### src/rtl/sfir_pkg.sv
package sfir_pkg;

  localparam int TAP_COUNT  = 5;
  localparam int REG_COUNT  = 5;
  localparam int HIST_DEPTH = TAP_COUNT - 1;
  localparam int NUM_COEF   = (TAP_COUNT < REG_COUNT) ? TAP_COUNT : REG_COUNT;

  localparam int SAMPLE_W = 16;
  localparam int COEF_W   = 16;
  localparam int PROD_W   = SAMPLE_W + COEF_W;
  localparam int ACC_W    = PROD_W + $clog2(TAP_COUNT);
  localparam int FRAC_W   = 13;

  localparam int DATA_W   = 32;
  localparam int ADDR_W   = $clog2(4 * REG_COUNT);
  localparam int IDX_W    = ADDR_W - 2;
  localparam int CIDX_W   = (NUM_COEF > 1) ? $clog2(NUM_COEF) : 1;

  localparam int FIFO_DEPTH = 4;
  localparam int PTR_W      = $clog2(FIFO_DEPTH);
  localparam int CNT_W      = $clog2(FIFO_DEPTH + 1);

  typedef logic signed [SAMPLE_W-1:0] sample_t;
  typedef logic signed [COEF_W-1:0]   coef_t;
  typedef logic signed [PROD_W-1:0]   prod_t;
  typedef logic signed [ACC_W-1:0]    acc_t;
  typedef coef_t [TAP_COUNT-1:0]      coef_vec_t;
  typedef logic [CNT_W-1:0]           cnt_t;

  typedef struct packed {
    sample_t left;
    sample_t right;
  } frame_t;

  typedef struct packed {
    cnt_t credit;
    cnt_t fill;
  } sfir_stat_t;

  localparam coef_t COEF_RESET [REG_COUNT] = '{
    -16'sd1024, 16'sd2048, 16'sd6144, 16'sd2048, -16'sd1024
  };

  localparam acc_t FRAC_BIAS = acc_t'((1 << FRAC_W) - 1);

  // Divide by 2^FRAC_W with truncation toward zero and keep the low sample bits.
  function automatic sample_t trunc_q(acc_t a);
    acc_t b;
    b = a + (a[ACC_W-1] ? FRAC_BIAS : acc_t'(0));
    return b[FRAC_W +: SAMPLE_W];
  endfunction

endpackage

### src/rtl/sfir_lane.sv
module sfir_lane import sfir_pkg::*; (
  input  logic      clk,
  input  logic      rst,
  input  logic      load,
  input  sample_t   sample,
  input  coef_vec_t coef,
  output acc_t      sum
);

  sample_t history [HIST_DEPTH];
  sample_t tap     [TAP_COUNT];
  prod_t   prod    [TAP_COUNT];
  acc_t    sum_next;

  always_comb begin
    tap[0] = sample;
    for (int k = 1; k < TAP_COUNT; k++) begin
      tap[k] = history[k-1];
    end
  end

  always_ff @(posedge clk) begin
    if (rst) begin
      for (int k = 0; k < HIST_DEPTH; k++) begin
        history[k] <= '0;
      end
    end else if (load) begin
      history[0] <= sample;
      for (int k = 1; k < HIST_DEPTH; k++) begin
        history[k] <= history[k-1];
      end
    end
  end

  always_ff @(posedge clk) begin
    if (load) begin
      for (int k = 0; k < TAP_COUNT; k++) begin
        prod[k] <= coef[k] * tap[k];
      end
    end
  end

  always_comb begin
    sum_next = '0;
    for (int k = 0; k < TAP_COUNT; k++) begin
      sum_next = sum_next + acc_t'(prod[k]);
    end
  end

  always_ff @(posedge clk) begin
    sum <= sum_next;
  end

endmodule

### config.mk
export PLATFORM = sky130hd
export DESIGN_NAME = sfir_lane
export DESIGN_NICKNAME = d
export VERILOG_FILES = /design/src/rtl/sfir_pkg.sv /design/src/rtl/sfir_lane.sv
export SDC_FILE = /design/constraint.sdc
export NUM_CORES = 2
export LEC_CHECK = 0
export BUFFER_PORTS_ARGS = -buffer_cell sky130_fd_sc_hd__clkbuf_2
export CORE_MARGIN = 2
export CORE_UTILIZATION = 35
export CTS_CLUSTER_DIAMETER = 200
export DETAILED_ROUTE_END_ITERATION = 16
export GPL_TIMING_DRIVEN = 0
export PLACE_DENSITY = 0.48
export SYNTH_ARGS = -nofsm -noshare
export SYNTH_HDL_FRONTEND = slang
export SYNTH_SLANG_ARGS = --single-unit
export TNS_END_PERCENT = 20
### constraint.sdc
create_clock -name clk -period 8 [get_ports clk]
set_input_delay 1.6 -clock clk [delete_from_list [all_inputs] [get_ports clk]]
set_output_delay 1.6 -clock clk [all_outputs]
set_load 0.01 [all_outputs]
==> out/qor.yml <==
run_status:
  status: "finished, final reports clean"
cts:
  h-tree-depth: 1
  cts_tree: "done"
  clock_latency_ns: 0.61
  clk_pin_slew_worst_paths_ns: 0.06
  ctsRootBufferMaster: "clkbuf_16"
  clock_sinks: 259
  cts_buffers: 30
  cts_buffer_depth: 3
synthesis:
  ys_ff_latch: 259
  yosysUniqueCellTypes: 67
  yosysTopAreaCell: "fa_1"
  yosysSeqAreaShare_pct: 12.27
  yosys_warnings: 0
  synth_area_leaders: "fa_1 47%, edfxtp_1 11%, ha_1 9.2%"
  synthFlopType: "edfxtp_1"
  synth_common_cells: "1,480 x inv_1, 1,408 x fa_1, 685 x and2_1"
  yosysTopAreaCellShare_pct: 46.56
  syn_nets: 8049
  synth_area_per_cell_um2: 9.929
  synth-edff-count: 224
  syn_area_mm2: 0.06053
  synth.most_common_cell: "inv_1"
  syn-instance-count: 6097
  synthArstFlopShare_pct: 0
route:
  post-route-drc-count: 0
  ant_nets: 0
  drt_first_pass_iters: 7
  num_vias: 40410
  routed_wl_mm: 171.5
  wl_per_cell_um: 20.00
  drt_iter0_markers: 2422
  vias_per_cell: 4.712
timing:
  fmax_mhz: 127.8
  min_period_ns: 7.822
  hold_slack_ns: 0.5007
  final.setup.tns_ns: 0
  finalCritPeriodShare_pct: 97.78
  layout_setup_ws_ns: 0.1775
  hold_violations: 0
  final.setup_skew_ns: 0.04565
  rsz0062_at_grt: "true"
  tightest_slew_ns: 0.9144
  setup_viol: 0
  max_slew_margin_pct: 39.04
  maxSlewViolCount: 0
hold_path:
  whs_path_depth: 1
  hp-class: "reg2reg"
  whs_endpoint: "sum[0]"
  min_from: "prod[0][128]"
flow_run:
  maxCapViolCount: 0
global_routing:
  grt_usage_pct: 20.44
  grt_pass1_vias: 43880
  antenna_found_initial: 21
  grt_max_degree: 84
  grt_overflow: 0
  grt_pass1_wl_mm: 271.2
placement:
  port_buffers: 131
  globalplace.congestion: 0.8716
  dp_hpwl_mm: 150.8
  place_inst: 8541
  preCtsSetupSlack_ns: -1.137
die:
  rows: 152
  dieArea_mm2: 0.1763
  fp.dieH_um: 419.9
  die_width_um: 419.9
  ioPinCount: 134
  start_util_pct: 35.25
  coreArea_mm2: 0.1717
final_layout:
  syn_to_final_growth_pct: 7.848
  fin_nets: 8190
  final_cells: 8576
  layout-drive-gt1-share_pct: 4.024
worst_setup_path:
  worstPathMaxFanout: 10
  ff2ff_setup_slack_ns: 0.34
  cp-end-kind: "register"
  crit_arrival_ns: 8.17
  path_class: "in2reg"
  rr_startpoint: "history[0][23]"
  required_ns: 8.35
  rr_worst_depth: 23
  start_kind: "input pin"
  reg2reg_to: "prod[0][95]"
[final cells by class]
class | instances | area [um2]
clock inverters | 20 | 285.3
flip-flops and latches | 259 | 7427
inverters | 1480 | 5555
fillers | 17470 | 106500
diodes | 4 | 10.01
repair buffers | 137 | 754.5
clock buffers | 36 | 773.2
multi-input cells | 4177 | 46930
plain buffers | 153 | 660.6
well taps | 2310 | 2890
[critical path, stage by stage]
cell	delay (ns)
clkbuf_2	0.23
clkbuf_2	0.35
nand2_1	0.13
fa_1	0.53
fa_1	0.49
fa_1	0.52
fa_1	0.55
inv_1	0.06
fa_1	0.51
fa_1	0.43
ha_1	0.37
a21o_1	0.21
a21o_1	0.18
a211oi_2	0.29
a21oi_1	0.21
o31a_1	0.39
or4_4	0.50
a31o_1	0.25
a21oi_2	0.15
xnor2_1	0.21
[how the worst max path moves through the flow]
stage,cells past startpoint,start,slack [ns],end
final,20,coef[25],0.18,prod[0][62]
after global placement,22,coef[47],-1.73,prod[0][95]
after floorplan,24,sample[8],0.36,prod[0][26]
after detailed placement,21,coef[42],-1.14,prod[0][89]
after global routing,23,sample[9],-0.08,prod[0][26]
after CTS,24,coef[55],0.005,prod[0][126]
[cell usage in the layout (no fill, tap or decap), drive strengths merged, types with 5 or more instances in the layout]
master,count
a2111oi,9
a211oi,20
a21boi,5
a21o,66
a21oi,142
a31oi,13
and2,685
and3,20
and4,8
buf,21
bufinv,6
clkbuf,304
clkinv,10
dfxtp,35
edfxtp,224
fa,1408
ha,445
inv,1481
nand2,647
nand2b,44
nand3,30
nand4,12
nor2,141
nor2b,25
nor3,31
nor4,6
o211ai,10
o21a,23
o21ai,86
o21bai,25
o31a,7
or2,6
or3,9
xnor2,148
xor2,50
[cells by family (layout without fill, tap and decap cells)]
family                   count (synthesis)  count (layout)  synth area share [%]
other                                    0               4                     0
AO/OA/AOI/OAI                          446             446                 4.719
adder cells (fa/ha/maj)               1853            1853                 55.76
XOR/XNOR                               198             198                 2.865
buffers and inverters                 1661            1826                 10.30
flip-flops                             259             259                 12.27
AND/OR/NAND/NOR                       1676            1676                 14.02
multiplexers                             4               4               0.06821
[registers in the layout (all words and copies together) (netlist names)]
signal   cells
history     64
sum         35
prod       160
[per-layer routing]
| metal | vias up | wire length (um) | global-route usage, % |
|---|---|---|---|
| met3 | 170 | 5380 | 1.261 |
| met2 | 737 | 86170 | 35.47 |
| met5 | - | 34 | 0 |
| li1 | 18440 | - | - |
| met4 | 4 | 4642 | 4.713 |
| met1 | 21060 | 75300 | 27.94 |
[metrics by stage]
step	area (um2)	utilization, %
after global routing	65280	38.01
after CTS	65240	37.99
after floorplan	60530	-
after global placement	64080	37.31
after detailed placement	64160	37.36
final	65290	38.02
[repair_timing]
action,4_1_cts,5_1_grt
pin swaps,0,4
buffers inserted,0,3
hold buffers,0,0
gates resized for setup,25,96
endpoints found under the setup margin,15,24
hold endpoints to repair,0,0
Power is left out: the tool's default activity adds up to more than one toggle a clock period on the data nets, which glitch-free logic cannot reach.
