===== config.mk =====
export PLATFORM = sky130hd
export DESIGN_NAME = sfir_regs
export DESIGN_NICKNAME = d
export VERILOG_FILES = /design/src/rtl/sfir_pkg.sv /design/src/rtl/sfir_regs.sv
export SDC_FILE = /design/constraint.sdc
export NUM_CORES = 1
export LEC_CHECK = 0
export BUFFER_PORTS_ARGS = -buffer_cell sky130_fd_sc_hd__clkbuf_2
export CAP_MARGIN = 20
export CORE_UTILIZATION = 47
export CTS_CLUSTER_DIAMETER = 120
export DETAILED_ROUTE_END_ITERATION = 8
export GPL_TIMING_DRIVEN = 0
export PLACE_DENSITY_LB_ADDON = 0.05
export SLEW_MARGIN = 25
export SYNTH_ARGS = -nofsm -noshare
export SYNTH_HDL_FRONTEND = slang
export SYNTH_SLANG_ARGS = --single-unit

===== constraint.sdc =====
create_clock -name clk -period 3.7 [get_ports clk]
set_input_delay 0.74 -clock clk [delete_from_list [all_inputs] [get_ports clk]]
set_output_delay 0.74 -clock clk [all_outputs]
set_load 0.01 [all_outputs]

===== src/rtl/sfir_pkg.sv =====
package sfir_pkg;

  localparam int TAP_COUNT  = 5;
  localparam int REG_COUNT  = 5;
  localparam int HIST_DEPTH = TAP_COUNT - 1;
  localparam int NUM_COEF   = (TAP_COUNT < REG_COUNT) ? TAP_COUNT : REG_COUNT;

  localparam int SAMPLE_W = 16;
  localparam int COEF_W   = 16;
  localparam int PROD_W   = SAMPLE_W + COEF_W;
  localparam int ACC_W    = PROD_W + $clog2(TAP_COUNT);
  localparam int FRAC_W   = 13;

  localparam int DATA_W   = 32;
  localparam int ADDR_W   = $clog2(4 * REG_COUNT);
  localparam int IDX_W    = ADDR_W - 2;
  localparam int CIDX_W   = (NUM_COEF > 1) ? $clog2(NUM_COEF) : 1;

  localparam int FIFO_DEPTH = 4;
  localparam int PTR_W      = $clog2(FIFO_DEPTH);
  localparam int CNT_W      = $clog2(FIFO_DEPTH + 1);

  typedef logic signed [SAMPLE_W-1:0] sample_t;
  typedef logic signed [COEF_W-1:0]   coef_t;
  typedef logic signed [PROD_W-1:0]   prod_t;
  typedef logic signed [ACC_W-1:0]    acc_t;
  typedef coef_t [TAP_COUNT-1:0]      coef_vec_t;
  typedef logic [CNT_W-1:0]           cnt_t;

  typedef struct packed {
    sample_t left;
    sample_t right;
  } frame_t;

  typedef struct packed {
    cnt_t credit;
    cnt_t fill;
  } sfir_stat_t;

  localparam coef_t COEF_RESET [REG_COUNT] = '{
    -16'sd1024, 16'sd2048, 16'sd6144, 16'sd2048, -16'sd1024
  };

  localparam acc_t FRAC_BIAS = acc_t'((1 << FRAC_W) - 1);

  // Divide by 2^FRAC_W with truncation toward zero and keep the low sample bits.
  function automatic sample_t trunc_q(acc_t a);
    acc_t b;
    b = a + (a[ACC_W-1] ? FRAC_BIAS : acc_t'(0));
    return b[FRAC_W +: SAMPLE_W];
  endfunction

endpackage


===== src/rtl/sfir_regs.sv =====
module sfir_regs import sfir_pkg::*; (
  input  logic              clk,
  input  logic              rst,
  input  logic              psel,
  input  logic              penable,
  input  logic              pwrite,
  input  logic [ADDR_W-1:0] paddr,
  input  logic [DATA_W-1:0] pwdata,
  output logic [DATA_W-1:0] prdata,
  output logic              pready,
  output coef_vec_t         coef
);

  coef_t            coef_reg [NUM_COEF];
  logic [IDX_W-1:0] idx;
  logic             hit;
  logic             wr_en;

  assign idx    = paddr[ADDR_W-1:2];
  assign hit    = (idx < IDX_W'(NUM_COEF));
  assign wr_en  = psel && penable && pwrite && hit;
  assign pready = 1'b1;

  always_ff @(posedge clk) begin
    if (rst) begin
      for (int k = 0; k < NUM_COEF; k++) begin
        coef_reg[k] <= COEF_RESET[k];
      end
    end else if (wr_en) begin
      coef_reg[idx[CIDX_W-1:0]] <= pwdata[COEF_W-1:0];
    end
  end

  always_comb begin
    if (hit) begin
      prdata = DATA_W'(coef_reg[idx[CIDX_W-1:0]]);
    end else begin
      prdata = '0;
    end
  end

  // Taps without a register weigh zero.
  for (genvar k = 0; k < TAP_COUNT; k++) begin : g_coef
    if (k < NUM_COEF) begin : g_reg
      assign coef[k] = coef_reg[k];
    end else begin : g_zero
      assign coef[k] = '0;
    end
  end

endmodule


==> results of run 1 <==
-- cell families (layout without fill, tap and decap cells) --
kind of cell | count (synthesis) | after routing
compound gates | 35 | 35
buf+inv | 38 | 184
flops | 81 | 81
mux | 21 | 21
other cells | 2 | 2
simple gates | 109 | 109
-- power by group through the flow --
stage	combinational, W	sequential (W)	clock [W]
2_1_floorplan	0.000142	0.00113	0
3_3_place_gp	0.000298	0.00111	0
3_5_place_dp	0.000301	0.00111	0
4_1_cts	0.000302	0.00109	0.000743
5_1_grt	0.000322	0.00109	0.000779
6_report	0.000298	0.00109	0.000744
-- worst min path at each step --
stage	slack, ns	end	from
finish	0.63	coef_reg[5][14]	pwdata[14]
global route	0.64	coef_reg[5][14]	pwdata[14]
CTS	0.63	coef_reg[5][14]	pwdata[14]
detailed placement	1.0	coef_reg[5][14]	pwdata[14]
global placement	0.98	coef_reg[5][14]	pwdata[14]
floorplan	0.84	coef_reg[5][14]	pwdata[14]
-- layer usage --
layer / wire length (um) / share of wire, % / track usage, %
met1: 4480 / 43 / 33.3
met2: 4980 / 47 / 41.2
met3: 992 / 9.4 / 6.67
met4: 85 / 0.81 / 5.90
met5: 0 / 0 / 0
-- layout by cell type, fill, tap and decap left out, drive strengths merged, types with 2 or more instances in the layout --
| master | count |
|---|---|
| nor2b | 3 |
| a2bb2oi | 3 |
| mux2i | 9 |
| buf | 25 |
| edfxtp | 81 |
| bufinv | 3 |
| o21a | 3 |
| or2 | 5 |
| o21ai | 5 |
| a22oi | 10 |
| clkbuf | 149 |
| conb | 2 |
| nor2 | 2 |
| mux2 | 7 |
| inv | 6 |
| mux4 | 5 |
| a21oi | 2 |
| nand2 | 7 |
| o22ai | 8 |
| nand2b | 18 |
| nor3 | 4 |
| and2 | 64 |
-- area by class of cell --
type                    instances  share of cell area, %
multi-input cells             167                   25.7
well taps                     102                   2.59
repair buffers                133                   13.5
flip-flops and latches         81                   49.3
inverters                       6                  0.456
plain buffers                  32                   4.06
clock inverters                 4                   1.93
clock buffers                   9                   2.51
-- worst max-delay path: cells and delay by family --
family / cells / cell delay [ns]
buffers and inverters: 5 / 1.00
AO/OA/AOI/OAI: 1 / 0.74
multiplexers: 1 / 0.27
-- timing repair --
action,CTS,global route
setup buffers,0,0
hold endpoints to repair,0,0
gates resized for setup,1,0
setup endpoints to repair,16,0
-- stage by stage --
| step | setup slack (ns) | instances |
|---|---|---|
| after floorplan | 0.203 | 286 |
| after global routing | 0.0354 | 534 |
| after global placement | -0.0928 | 521 |
| after CTS | 0.188 | 534 |
| final | 0.203 | 534 |
| after detailed placement | -0.0625 | 521 |
==> impl.org, run 1 <==
** Timing
- Setup violations remaining at the end of the flow were counted as 0.
- Adding up every negative setup slack in the final design gives 0 ns.
- Fmax :: 286 MHz
- Hold violation total from the final report :: 0
- Of the available clock period, the critical path in the final layout requires 94.5%.
- Unrepaired setup endpoints after global routing :: false
- Headroom to the max-slew limit came out at 35.4%.
- Slew of the pin with the lowest slew margin :: 0.963 ns
- The worst path in the final design needs a cycle of 3.50 ns, including I/O delays and setup.
- The final-report max-slew violation count was 0.
- Final worst hold slack :: 0.631 ns

** Finish
- 0 antenna diodes ended up in the layout.
- Utilization after layout :: 62.6%
- Max FFs per register :: 81
- Area of the multi-input gates :: 0.00127 mm2
- The sequential cells in the finished layout cover a total of 0.00243 mm2.
- Fill cell total of the finished layout :: 635
- Layout area overhead :: 26.0%
- Post-route standard cell area excluding fillers :: 0.00493 mm2
- In the final layout, the share of cells above drive strength 1 is 45.8%.
- Number of nets in the final layout :: 472

** Power and ir drop
- Worst vdd ir :: 0.000303 V
- Int Power :: 0.00163 W
- The share of total power dissipated in the clock network is 34.9%.
- Total net switching power :: 0.000504 W
- Lkg Pwr :: 2.09 nW
- Proportion of power drawn by flip-flops and latches :: 51.1%
- Switching part of the total power :: 23.7%
- Per report_power, the combinational group accounts for 14.0% of the total.
- Power density of the placed cells :: 432 mW/mm2
- Design Power :: 0.00213 W

** Setup path
- Largest fanout on the critical path :: 17
- Crit path to :: prdata[28]
- Category of the worst setup path launch point :: primary input
- The worst setup path is of the primary input to output pin kind.
- In this design, the critical path's most frequently occurring cell is buf_2.
- Walking the worst path, the cells encountered are buf_2 -> buf_2 -> mux4_2 -> inv_1 -> o21ai_1 -> buf_4 -> clkbuf_2.
- Crit path max-delay cell type :: o21ai_1
- Endpoint type of the worst setup path :: output pin
- STA puts the critical path data arrival time at 2.76 ns.
- Data required time at the worst endpoint :: 2.96 ns
- Tracing the worst setup path back leads to its startpoint at paddr[3].
- Max stage delay on crit path :: 0.74 ns

** Synthesis
- Summing every instance area after synthesis gives 0.00392 mm2.
- Biggest area consumer among synthesized cells :: edfxtp_1
- Sequential area share after synthesis :: 62.1%
- Synthesized netlist net count :: 328
- Synth Area in Simple Gates :: 18.6%
- Synthesized area divided by synthesized cell count :: 13.7 um2
- Yosys printed 0 warnings.
- Proportion of netlist area held by the largest area contributor :: 62.1%
- By area, the combinational part of the netlist is dominated by simple AND/OR/NAND/NOR gates.
- Multiplexer share of the synthesized area :: 7.19%
- Post-synth cell types :: 37
- Counting flops with a built-in enable in the synthesized netlist gives 81.
- Counting every instance in the synthesized netlist gives 286.
- Summing the areas of all xor and xnor instances in the mapped netlist gives 0% of the synthesized area.
- Post-synth ARST share :: 0%
- Synth top cells by count :: edfxtp_1 (81), and2_1 (64), buf_4 (19), nand2b_1 (17), a22oi_1 (10)
- The synthesized netlist devotes 6.23% of its cell area to compound gates.
- Share of synthesized cell area in full adder, half adder and majority cells :: 0%
- Yosys instantiated no cell more often than edfxtp_1.
- Among all flip-flop cells after synthesis, the most frequent one is edfxtp_1.
- Synth top area cells :: edfxtp_1 (62%), and2_1 (10%), buf_4 (3.6%)
- Synthesis inferred 81 register bits.

** Hold path
- Counting instances, the worst hold path has a depth of 1.
- Hold Path Class :: primary input to flop

** Drt
- Wires add up to 10500 um.
- Detailed-route DRC error count :: 0
- The pre-antenna-repair detailed-routing pass consisted of 4 iterations.
- Final routed wire length divided by cell count :: 19.7 um
- Final antenna-violating net count :: 0
- The first routing iteration left 154 violations.
- The final route contains 2798 vias.
- Using the TritonRoute via totals, the vias-per-cell ratio works out to 5.24.

** Global routing
- The number of global-route vias before repair came to 2736.
- Number of antenna violations at the first check in global routing :: 0
- Overall routing resource usage :: 25.1%
- Total congestion overflow :: 0
- First-pass GRT wire length :: 15400 um
- Entering global routing, the biggest net connects 18 pins.

** Floorplan
- In this run the standard cell core region covers 0.00789 mm2.
- IO Pins :: 155
- Die boundary height :: 93.3 um
- Die width :: 93.3 um
- Initial core utilization :: 49.7%
- Row generation in the floorplan step produced 32 rows.
- The floorplan step defined a die boundary enclosing 0.00870 mm2.

** Placement
- Input and output buffers added on the ports amount to 133.
- At the end of routability-driven placement, the weighted congestion stood at 0.750.
- Summing all placed instances gives a cell area of 0.00471 mm2.
- DP Wirelength :: 7170 um

** Clocking
- The number of hold buffers added after CTS was 0.
- Clock buffer count from CTS :: 9
- CTS tree :: yes
- Clock-pin slew of the registers on the worst-case setup and hold paths :: 0.08 ns
- Sinks on Clock Net :: 81
- The root buffer cell chosen for the clock tree is clkbuf_8.
- In this run the number of H-tree levels came out at 3.
- Max Root-Sink Buffers :: 2

** Outcome
- Result of the run :: complete, no violations

** Job
- Across the run, the number of max-cap violations was 0.
Note: power is estimated with default switching activity, not from simulation.
==> inputs of run 2 (changes only) <==
--- a/config.mk
+++ b/config.mk
@@ -8,10 +8,11 @@
 export BUFFER_PORTS_ARGS = -buffer_cell sky130_fd_sc_hd__clkbuf_2
 export CAP_MARGIN = 20
 export CORE_UTILIZATION = 47
-export CTS_CLUSTER_DIAMETER = 120
+export CTS_CLUSTER_DIAMETER = 150
 export DETAILED_ROUTE_END_ITERATION = 8
 export GPL_TIMING_DRIVEN = 0
 export PLACE_DENSITY_LB_ADDON = 0.05
+export RECOVER_POWER = 50
 export SLEW_MARGIN = 25
 export SYNTH_ARGS = -nofsm -noshare
 export SYNTH_HDL_FRONTEND = slang
==> run 2 against run 1 <==
The run now ends with capacitance limit, slew limit left. Critical path depth did not move. Setup slack better by 0.074 ns. Flip-flop and latch count unchanged. Power decreased by 1.1%. Clock power decreased by 0.7%. Sequential share of layout area increased by 1.8 points. Cell count unchanged. Global-route usage is the same. Sequential power hardly changed. Utilization down 2.2 points. Die area did not move. Fmax increased by 2.2%. Critical path type unchanged. Largest cell class unchanged.
==> impl.org, run 2 (synthesized netlist as in run 1, its figures left out) <==
** Outcome
- Result of the run: finished with violations (was complete, no violations).
- The final reports fail on capacitance limit, slew limit.

** Drt
- The first-pass iteration count of the detailed router was 4 (unchanged).
- The DRC marker count from the first detailed-route iteration is 172 (was 154).
- Routed vias/inst :: 5.25 (was 5.24)
- The aggregate routed wire length came to 10600 um (was 10500 um).
- Detailed-route DRC error count :: 0 (unchanged)
- The routed wirelength normalized by instance count is 19.8 um (was 19.7 um).
- The number of nets with antenna violations after routing came to 0 (unchanged).
- The via count came to 2802 (was 2798).

** Clocking
- The maximum clock insertion buffer count was 2 (unchanged).
- CTS root buffer :: clkbuf_8 (unchanged)
- Clock-pin slew of the registers on the worst-case setup and hold paths :: 0.08 ns (about the same)
- The number of clock sinks was 81 (unchanged).
- The TritonCTS buffer count came to 9 (unchanged).
- The number of levels in the clock H-tree was 3 (unchanged).
- The CTS tree is yes (unchanged).

** Timing
- The part of the cycle the worst path needs was 92.5% (was 94.5%).
- Number of max-slew violations in the final report :: 18 (was 0)
- Hold violation total from the final report :: 0 (unchanged)
- The maximum achievable frequency came to 292 MHz (was 286 MHz).
- Fin crit period :: 3.42 ns (was 3.50 ns)
- Final worst hold slack :: 0.697 ns (was 0.631 ns)
- The count of final setup violators is 0 (unchanged).
- Unrepaired setup endpoints after global routing: false (unchanged).
- The normalized max-slew margin is -22.0% (was 35.4%).
- Slew of the pin with the lowest slew margin :: 1.81 ns (was 0.963 ns)

** Setup path
- The required time of the worst setup path was 2.96 ns (about the same).
- The endpoint type of the worst setup path was an output pin (unchanged).
- Arrival time worst endpoint :: 2.68 ns (was 2.76 ns)
- The nature of the critical path startpoint is a primary input (unchanged).
- The type of the setup path with the least slack is primary input to output pin (unchanged).
- Largest fanout on the critical path :: 17 (unchanged)

** Floorplan
- The die boundary width was 93.3 um (unchanged).
- Die boundary height :: 93.3 um (unchanged)
- Number of cell rows :: 32 (unchanged)
- The initial standard-cell utilization of the core was 49.7% (unchanged).
- The area enclosed by the die boundary was 0.00870 mm2 (unchanged).
- The core box area came to 0.00789 mm2 (unchanged).
- IO Pins :: 155 (unchanged)

** Finish
- Fraction of layout instances using a drive strength above 1 :: 25.0% (was 45.8%)
- Diode insertion count for antenna repair :: 0 (unchanged)
- The number of flip-flops under the largest register name is 81 (unchanged).
- The area overhead of the layout relative to synthesis came to 21.6% (was 26.0%).
- Fill cell total of the finished layout :: 686 (was 635)
- Most used cells in the layout excluding fill and tap cells :: clkbuf_1 (90), edfxtp_1 (81), clkbuf_2 (51) (was clkbuf_2 (134), edfxtp_1 (81), and2_1 (64))
- The post-route non-filler standard cell count is 534 (unchanged).
- The total number of nets in the final design came to 472 (unchanged).
- The most common library cell in the layout ignoring fill and taps is clkbuf_1 (was clkbuf_2).
- Utilization after layout :: 60.4% (was 62.6%)

** Global routing
- The global-route wire length before repair was 15400 um (unchanged).
- Number of antenna violations at the first check in global routing :: 0 (unchanged)
- Total congestion overflow :: 0 (unchanged)
- The number of global-route vias before repair came to 2736 (unchanged).
- Largest net degree at the start of global routing :: 18 (unchanged)
- Overall routing resource usage :: 25.1% (unchanged)

** Hold path
- The hold path endpoint is coef_reg[2][12] (was coef_reg[5][14]).
- Cell depth of the worst hold path :: 2 (was 1)
- HP Start :: pwdata[12] (was pwdata[14])
- Hold Path Class :: primary input to flop (unchanged)

** Power and ir drop
- Power density of the placed cells :: 442 mW/mm2 (was 432 mW/mm2)
- The largest vdd supply drop is 0.000299 V (was 0.000303 V).
- Design Power :: 0.00211 W (was 0.00213 W)
- The static leakage came to 1.79 nW (was 2.09 nW).

** Placement
- The weighted congestion reported at the end of routability-driven placement is 0.750 (unchanged).
- DP Wirelength :: 7170 um (unchanged)
- The count of input and output buffers was 133 (unchanged).
- The total placed cells including tap cells was 521 (unchanged).

** Job
- Max-capacitance violation count :: 2 (was 0)
-- run 2: changes by cell type in the layout (fill, tap and decap cells not counted) --
cell,before,now
nand4b_4,1,0
clkbuf_2,134,51
nor3_1,1,4
nor4_1,0,1
and2_1,64,46
nor3_4,1,0
nor4b_4,1,0
nand4b_1,0,1
and2_0,0,18
nor4_4,1,0
clkbuf_1,6,90
nor3_2,2,0
buf_2,6,5
nor4b_1,0,1
-- run 2: what timing repair did --
action	CTS	global route
gates resized for setup	1	0
hold buffers	0	0
setup endpoints to repair	16	0
buffers inserted	0	0
-- run 2: how the worst max path moves through the flow --
| stage | from | endpoint | slack (ns) | cells past startpoint |
|---|---|---|---|---|
| 2_1_floorplan | paddr[3] | prdata[16] | 0.20 | 6 |
| 3_3_place_gp | paddr[3] | prdata[17] | -0.09 | 7 |
| 3_5_place_dp | paddr[2] | prdata[28] | -0.06 | 7 |
| 4_1_cts | paddr[3] | prdata[28] | 0.19 | 7 |
| 5_1_grt | paddr[3] | prdata[28] | 0.11 | 7 |
| 6_report | paddr[3] | prdata[28] | 0.28 | 7 |
-- run 2: worst max-delay path, cell delays in order --
cell and delay (ns):
buf_2 0.18, buf_2 0.35, mux4_2 0.26, inv_1 0.04, o21ai_1 0.74, buf_4 0.24, clkbuf_2 0.13
-- run 2: area by class of cell --
type | instances | area (um2) | share of cell area (%)
Timing Repair Buffer | 133 | 563 | 11.8
Multi-Input combinational cell | 167 | 1200 | 25.2
Clock buffer | 9 | 124 | 2.60
Clock inverter | 4 | 95.1 | 2.00
Sequential cell | 81 | 2430 | 51.1
Inverter | 6 | 22.5 | 0.473
Tap cell | 102 | 128 | 2.68
Buffer | 32 | 198 | 4.15
-- run 2: layer usage --
metal | vias up | GRT usage (%) | wire length [um]
met2 | 141 | 41.2 | 5050
li1 | 1300 | - | -
met1 | 1355 | 33.3 | 4480
met3 | 6 | 6.67 | 980
met5 | - | 0 | 0
met4 | 0 | 5.90 | 72
-- run 2: through the flow --
stage / cell area, um2 / TNS (ns) / worst slack [ns]
2_1_floorplan: 3920 / 0 / 0.203
3_3_place_gp: 4710 / -1.44 / -0.0928
3_5_place_dp: 4710 / -0.729 / -0.0625
4_1_cts: 4930 / 0 / 0.188
5_1_grt: 4760 / 0 / 0.107
6_report: 4760 / 0 / 0.276
-- run 2: where the power goes --
part / switching [W] / internal (W) / total, W
clock: 0.000303 / 0.000436 / 0.000739
combinational: 0.000164 / 0.000117 / 0.000281
sequential: 0.0000282 / 0.00106 / 0.00109
total: 0.000495 / 0.00161 / 0.00211
